[config.mk]
export PLATFORM = sky130hd
export DESIGN_NAME = lru_page_replacement_top
export DESIGN_NICKNAME = d
export VERILOG_FILES = /design/src/rtl/lpr_pkg.sv /design/src/rtl/lpr_cell.sv /design/src/rtl/lru_page_replacement_top.sv
export SDC_FILE = /design/constraint.sdc
export NUM_CORES = 1
export LEC_CHECK = 0
export BUFFER_PORTS_ARGS = -buffer_cell sky130_fd_sc_hd__buf_2
export CORE_AREA = 2 2 156 311
export DETAILED_ROUTE_END_ITERATION = 12
export DIE_AREA = 0 0 158 313
export MAX_ROUTING_LAYER = met4
export PLACE_DENSITY = 0.7
export REMOVE_ABC_BUFFERS = 1
export SLEW_MARGIN = 20
export SYNTH_ARGS = -nofsm -noshare
export SYNTH_HDL_FRONTEND = slang
export SYNTH_SLANG_ARGS = --single-unit
[constraint.sdc]
create_clock -name clk -period 4.4 [get_ports clk]
set_clock_uncertainty 0.15 [all_clocks]
set_input_delay 0.22 -clock clk [delete_from_list [all_inputs] [get_ports clk]]
set_output_delay 0.22 -clock clk [all_outputs]
set_load 0.02 [all_outputs]
[src/rtl/lpr_pkg.sv]
// Package for the LRU page replacement block: field widths, the sequencer
// state type and the control word that drives the row of recency cells.
// No dependencies.
package lpr_pkg;

  // Field widths fixed by the stream words
  localparam int unsigned PAGE_IN_W  = 16;
  localparam int unsigned EV_PAGE_W  = 16;
  localparam int unsigned TOTAL_W    = 32;
  localparam int unsigned CFG_W      = 5;
  localparam int unsigned OUT_DATA_W = EV_PAGE_W + 2 * TOTAL_W;
  localparam int unsigned OUT_USER_W = 2;

  // Reset value of the frame count register
  localparam logic [CFG_W-1:0] FRAMES_RESET = 5'd16;

  // Sequencer states
  typedef enum logic [1:0] {
    ST_IDLE,
    ST_MATCH,
    ST_UPDATE
  } state_t;

  // Control word broadcast to every cell
  typedef struct packed {
    logic compare;  // register the per-cell tag match
    logic update;   // apply the recency update this cycle
    logic hit;      // reference found: move it to the most recent slot
    logic evict;    // miss with all frames used: drop slot 0 and append
    logic fill;     // miss with a free frame: append in the first free slot
  } cell_ctrl_t;

endpackage

[src/rtl/lpr_cell.sv]
// One recency slot of the LRU row: page tag, valid bit and match flag.
// Takes its neighbours' page and valid; depends on lpr_pkg.
module lpr_cell #(
  parameter int unsigned PAGE_BITS = 16
) (
  input  logic                  clk,
  input  logic                  rst,
  input  lpr_pkg::cell_ctrl_t   ctrl,
  input  logic [PAGE_BITS-1:0]  in_page,
  input  logic                  prev_valid,
  input  logic [PAGE_BITS-1:0]  next_page,
  input  logic                  next_valid,
  input  logic                  seen_in,
  output logic [PAGE_BITS-1:0]  page,
  output logic                  valid,
  output logic                  seen_out
);
  import lpr_pkg::*;

  logic match;
  logic last;

  // A match at or below this slot means this slot takes part in the shift
  assign seen_out = seen_in | match;
  // Most recent occupied slot
  assign last     = valid & ~next_valid;

  // Tag compare, registered
  always_ff @(posedge clk) begin
    if (rst) begin
      match <= 1'b0;
    end else if (ctrl.compare) begin
      match <= valid && (page == in_page);
    end
  end

  // Valid bit: set only when a free slot is filled
  always_ff @(posedge clk) begin
    if (rst) begin
      valid <= 1'b0;
    end else if (ctrl.update && ctrl.fill && !valid && prev_valid) begin
      valid <= 1'b1;
    end
  end

  // Page tag: shift towards slot 0, or take the new reference
  always_ff @(posedge clk) begin
    if (ctrl.update) begin
      if (ctrl.hit || ctrl.evict) begin
        if (last) begin
          page <= in_page;
        end else if (valid && (ctrl.evict || seen_out)) begin
          page <= next_page;
        end
      end else if (ctrl.fill && !valid && prev_valid) begin
        page <= in_page;
      end
    end
  end

endmodule

[src/rtl/lru_page_replacement_top.sv]
// Top level of the LRU page replacement block: sequencer, frame count
// register, totals, output register and the row of lpr_cell slots.
// Depends on lpr_pkg and lpr_cell.
//
// Usage:
//   s_tvalid/s_tready/s_tdata carry one page reference per word.
//   m_tvalid/m_tready/m_tdata/m_tuser return one result word per reference:
//   hit or fault, the evicted page if any, and saturating fault and hit
//   totals counted since reset.
//   cfg_we/cfg_wdata write the number of frames in use (0 acts as 1, values
//   above FRAMES act as FRAMES); write it only while the block is idle.
// Sequence:
//   A reference is accepted in ST_IDLE, every slot compares its tag in
//   ST_MATCH (registered match), and the row shifts in ST_UPDATE, loading
//   the output register. The block takes one reference at a time and takes
//   no new one until the update step has been done. The next reference may
//   be accepted while a result is waiting.
// Reset: all slots empty, totals zero, frame count 16, no result pending.
// Stall: with a result still held in the output register, the update step
//   waits; s_tready stays low until that update has been done.
module lru_page_replacement_top #(
  parameter int unsigned FRAMES    = 16,
  parameter int unsigned PAGE_BITS = 16
) (
  input  logic                              clk,
  input  logic                              rst,
  input  logic                              s_tvalid,
  output logic                              s_tready,
  input  logic [lpr_pkg::PAGE_IN_W-1:0]     s_tdata,   // [15:0] page_number
  output logic                              m_tvalid,
  input  logic                              m_tready,
  // [15:0] evicted_page, [47:16] fault_total, [79:48] hit_total
  output logic [lpr_pkg::OUT_DATA_W-1:0]    m_tdata,
  output logic [lpr_pkg::OUT_USER_W-1:0]    m_tuser,   // [0] hit, [1] evicted_valid
  input  logic                              cfg_we,
  input  logic [lpr_pkg::CFG_W-1:0]         cfg_wdata
);
  import lpr_pkg::*;

  localparam int unsigned IDX_W = (FRAMES > 1) ? $clog2(FRAMES) : 1;
  localparam logic [7:0]  FRAMES_B = 8'(FRAMES);

  state_t                state, state_next;
  cell_ctrl_t            ctrl;
  logic [CFG_W-1:0]      active_frames;
  logic [PAGE_BITS-1:0]  ref_page;
  logic                  full;
  logic [TOTAL_W-1:0]    fault_total, hit_total;
  logic [TOTAL_W-1:0]    fault_total_next, hit_total_next;
  logic                  out_free;
  logic                  found;

  logic [PAGE_BITS-1:0]  cell_page  [FRAMES];
  logic [FRAMES-1:0]     cell_valid;
  logic [FRAMES:0]       seen;

  logic [31:0]           in_wide, ev_wide;
  logic [7:0]            af_ext, lim;
  logic [IDX_W-1:0]      lim_idx;

  // Frame count register
  always_ff @(posedge clk) begin
    if (rst) begin
      active_frames <= FRAMES_RESET;
    end else if (cfg_we) begin
      active_frames <= cfg_wdata;
    end
  end

  // Clamp the frame count to 1..FRAMES and index its last slot
  always_comb begin
    af_ext = 8'(active_frames);
    if (af_ext == 8'd0) begin
      lim = 8'd0;
    end else if (af_ext > FRAMES_B) begin
      lim = FRAMES_B - 8'd1;
    end else begin
      lim = af_ext - 8'd1;
    end
    lim_idx = lim[IDX_W-1:0];
  end

  // Reference page masked to the stored width
  assign in_wide = 32'(s_tdata);

  always_ff @(posedge clk) begin
    if (s_tvalid && s_tready) begin
      ref_page <= in_wide[PAGE_BITS-1:0];
    end
  end

  // Occupancy check, taken with the tag compare
  always_ff @(posedge clk) begin
    if (state == ST_MATCH) begin
      full <= cell_valid[lim_idx];
    end
  end

  // Sequencer: next state
  assign out_free = ~m_tvalid | m_tready;

  always_comb begin
    state_next = state;
    unique case (state)
      ST_IDLE:   if (s_tvalid) state_next = ST_MATCH;
      ST_MATCH:  state_next = ST_UPDATE;
      ST_UPDATE: if (out_free) state_next = ST_IDLE;
      default:   state_next = ST_IDLE;
    endcase
  end

  always_ff @(posedge clk) begin
    if (rst) begin
      state <= ST_IDLE;
    end else begin
      state <= state_next;
    end
  end

  // Sequencer: outputs
  assign found = seen[FRAMES];

  always_comb begin
    s_tready     = (state == ST_IDLE);
    ctrl.compare = (state == ST_MATCH);
    ctrl.update  = (state == ST_UPDATE) && out_free;
    ctrl.hit     = found;
    ctrl.evict   = ~found & full;
    ctrl.fill    = ~found & ~full;
  end

  // Row of recency slots, slot 0 least recent
  assign seen[0] = 1'b0;

  for (genvar i = 0; i < FRAMES; i++) begin : g_cell
    logic [PAGE_BITS-1:0] nxt_page;
    logic                 nxt_valid;
    logic                 prv_valid;

    if (i == FRAMES - 1) begin : g_end
      assign nxt_page  = '0;
      assign nxt_valid = 1'b0;
    end else begin : g_mid
      assign nxt_page  = cell_page[i+1];
      assign nxt_valid = cell_valid[i+1];
    end

    if (i == 0) begin : g_first
      assign prv_valid = 1'b1;
    end else begin : g_rest
      assign prv_valid = cell_valid[i-1];
    end

    lpr_cell #(
      .PAGE_BITS (PAGE_BITS)
    ) u_cell (
      .clk        (clk),
      .rst        (rst),
      .ctrl       (ctrl),
      .in_page    (ref_page),
      .prev_valid (prv_valid),
      .next_page  (nxt_page),
      .next_valid (nxt_valid),
      .seen_in    (seen[i]),
      .page       (cell_page[i]),
      .valid      (cell_valid[i]),
      .seen_out   (seen[i+1])
    );
  end

  // Saturating totals
  always_comb begin
    fault_total_next = fault_total;
    hit_total_next   = hit_total;
    if (found) begin
      if (hit_total != '1) hit_total_next = hit_total + 32'd1;
    end else begin
      if (fault_total != '1) fault_total_next = fault_total + 32'd1;
    end
  end

  always_ff @(posedge clk) begin
    if (rst) begin
      fault_total <= '0;
      hit_total   <= '0;
    end else if (ctrl.update) begin
      fault_total <= fault_total_next;
      hit_total   <= hit_total_next;
    end
  end

  // Output register
  assign ev_wide = 32'(cell_page[0]);

  always_ff @(posedge clk) begin
    if (rst) begin
      m_tvalid <= 1'b0;
    end else if (ctrl.update) begin
      m_tvalid <= 1'b1;
    end else if (m_tready) begin
      m_tvalid <= 1'b0;
    end
  end

  always_ff @(posedge clk) begin
    if (ctrl.update) begin
      m_tuser <= {ctrl.evict, found};
      m_tdata <= {hit_total_next, fault_total_next,
                  ctrl.evict ? ev_wide[EV_PAGE_W-1:0] : EV_PAGE_W'(0)};
    end
  end

endmodule

==> impl_metrics.env <==
export IMPL_yosysSeqAreaShare_pct=54.7
export IMPL_ios=110
export IMPL_synth_cells=1938
export IMPL_fillers=4030
export IMPL_synth_flop_cell="edfxtp_1"
export IMPL_cts_tree="done"
export IMPL_cap_violations=0
export IMPL_r2r_slack_ps=960
export IMPL_routed_wl_mm=53.5
export IMPL_cts_htree_levels=2
export IMPL_drt_initial_drc_count=1056
export IMPL_die_area_um2=49500
export IMPL_drive_above_1_share_pct=24.8
export IMPL_placed_area_um2=24400
export IMPL_p_leak_uw=0.00885
export IMPL_clockBufferDepth=3
export IMPL_start_util_pct=49.4
export IMPL_clk_pin_slew_ps=70
export IMPL_async_flop_share_pct=0
export IMPL_clock_sinks=459
export IMPL_viasPerCell=5.58
export IMPL_slew_headroom_pct=29.7
export IMPL_ys_types=67
export IMPL_area_delta_synth_final_pct=12.3
export IMPL_die_height_um=313
export IMPL_drt_pass1_iterations=5
export IMPL_finalCritPeriodShare_pct=78.1
export IMPL_final_nets=2039
export IMPL_gr_total_overflow=0
export IMPL_grt_pass1_vias=14600
export IMPL_postRouteAntennaNets=0
export IMPL_syn_cell_area_um2=23300
export IMPL_rsz0062_at_grt="false"
export IMPL_synth_avg_cell_area_um2=12.0
export IMPL_required_ps=4500
export IMPL_cts_buffers_inserted=42
export IMPL_portBuffers=109
export IMPL_drc=0
export IMPL_fmax_ghz=0.291
export IMPL_setup_viol=0
export IMPL_core_region_area_um2=47200
export IMPL_fin_util_pct=55.5
export IMPL_cts_resized_gates=0
export IMPL_gp_congestion=0.887
export IMPL_cts_setup_buffers=0
export IMPL_grt_pass1_wl_mm=82.3
export IMPL_hpwl_mm=36.0
export IMPL_crit_fanout=20
export IMPL_dpl_worst_slack_ps=1060
export IMPL_synth_edf_count=355
export IMPL_wl_per_cell_um=20.0
export IMPL_yosysWarnings=0
export IMPL_hold_violations=0
export IMPL_p_per_area_nw_per_um2=363
export IMPL_regArea_um2=12700
export IMPL_path_class="reg -> reg"
export IMPL_multi_input_area_um2=9820
export IMPL_die_x_um=158
export IMPL_synth_seq_cells=459
export IMPL_maxSlewViolCount=0
export IMPL_cp_arrival_ps=3530
export IMPL_power_total_uw=9500
export IMPL_irDropWorstVdd_mv=0.357
export IMPL_tightest_slew_ps=1050
export IMPL_clkLatencyLatePin_ps=560
export IMPL_vias=14900
export IMPL_dp_cells=2570
export IMPL_rows=113
export IMPL_root_buffer="clkbuf_16"
export IMPL_grt_start_max_net_pins=58
export IMPL_diodes=0
export IMPL_hp_class="in -> reg"
export IMPL_finalNonFillerCells=2675
export IMPL_track_usage_pct=22.1
export IMPL_antenna_found_initial=0
export IMPL_status="finished clean"
export IMPL_setup_ws_ps=965
export IMPL_final_area_um2=26200
export IMPL_finalCriticalPeriod_ps=3440
export IMPL_worstSetupStartpointType="flip-flop"
export IMPL_worstSetupEndpointType="flip-flop"
## metal layers
metal  vias to the layer above  routed length [µm]  track usage [%]
met1                      7264               23200             29.4
li1                       7074                   -                -
met2                       477               25200             34.3
met4                         0                1930             8.23
met5                         -                   0                -
met3                       104                3100             3.33
## critical path, stage by stage (launching register included)
cell and delay [ps]:
dfxtp_1 330, nor4_1 520, and4_2 590, inv_2 290, nor2_1 640, nand3_1 150, a21oi_1 180, buf_4 260
## final timing paths
check / from / to / cells past startpoint
max: g_cell[6].u_cell.match / g_cell[5].u_cell.page[12] / 7
min: s_tdata[13] / ref_page[13] / 2
max reg2reg: g_cell[6].u_cell.match / g_cell[5].u_cell.page[12] / 7
min reg2reg: g_cell[7].u_cell.match / g_cell[7].u_cell.match / 2
## synth_stat cells, types with 30 or more instances
library cell    n  area, µm²
a21oi_1        61        305
nand3_1        57        285
nor4_1         48        300
and3_1         30        188
edfxtp_1      355      10700
nand2_1        56        210
xnor2_1       255       2230
clkbuf_1      106        398
nor2_1        154        578
dfxtp_1       104       2080
nand4_1        89        557
mux2_2        243       2740
xor2_1        114        998
## area by class of cell
cell class                      instances  area share, %
Clock buffer                           52           4.56
Multi-Input combinational cell       1299           37.5
Inverter                               22          0.325
Tap cell                              632           3.02
Sequential cell                       459           48.7
Timing Repair Buffer                  186           4.72
Clock inverter                         25           1.21
## cells in the final DEF (no fill, tap or decap), types with 11 or more instances in the layout
cell / instances
a21oi_1: 61
a31oi_1: 11
and2_1: 22
and3_1: 30
buf_2: 108
buf_4: 47
clkbuf_16: 46
dfxtp_1: 104
dlygate4sd3_1: 28
edfxtp_1: 355
inv_1: 19
mux2_2: 243
nand2_1: 56
nand3_1: 57
nand4_1: 89
nor2_1: 153
nor3_1: 29
nor4_1: 48
o21ai_0: 16
or3_1: 12
xnor2_1: 255
xor2_1: 114
## metrics by stage
step                      hold slack [ps]  TNS (ps)
after floorplan                       139    -18430
after global placement                248         0
after detailed placement              249         0
after CTS                             205         0
after global routing                  222         0
final                                 216         0
## sequential cells by signal, summed over array words and instances, names as in the netlist
signal               flops
m_tuser                  2
hit_total               32
fault_total             32
g_cell.u_cell.page     256
full                     1
state                    2
m_tvalid                 1
g_cell.u_cell.match     16
ref_page                16
m_tdata                 80
active_frames            5
g_cell.u_cell.valid     16
## cells by family after synthesis
| family | after synthesis | share of synthesized area (%) |
|---|---|---|
| adder cells (fa/ha/maj) | 3 | 0.161 |
| AO/OA/AOI/OAI | 119 | 3.23 |
| XOR/XNOR | 370 | 13.9 |
| buffers and inverters | 180 | 3.27 |
| multiplexers | 251 | 12.1 |
| AND/OR/NAND/NOR | 556 | 12.7 |
| flip-flops | 459 | 54.7 |
## timing repair
item                                    in CTS  in global routing
hold buffers                                28                  0
endpoints found under the setup margin       0                  0
endpoints found under the hold margin       53                  0
## report_power, final
group | internal (µW) | leakage, µW | switching, µW
Combinational | 343 | 0.00396 | 395
Clock | 2350 | 0.000733 | 1650
Sequential | 4700 | 0.00416 | 61.3
Note: power is estimated with default switching activity, not from simulation.
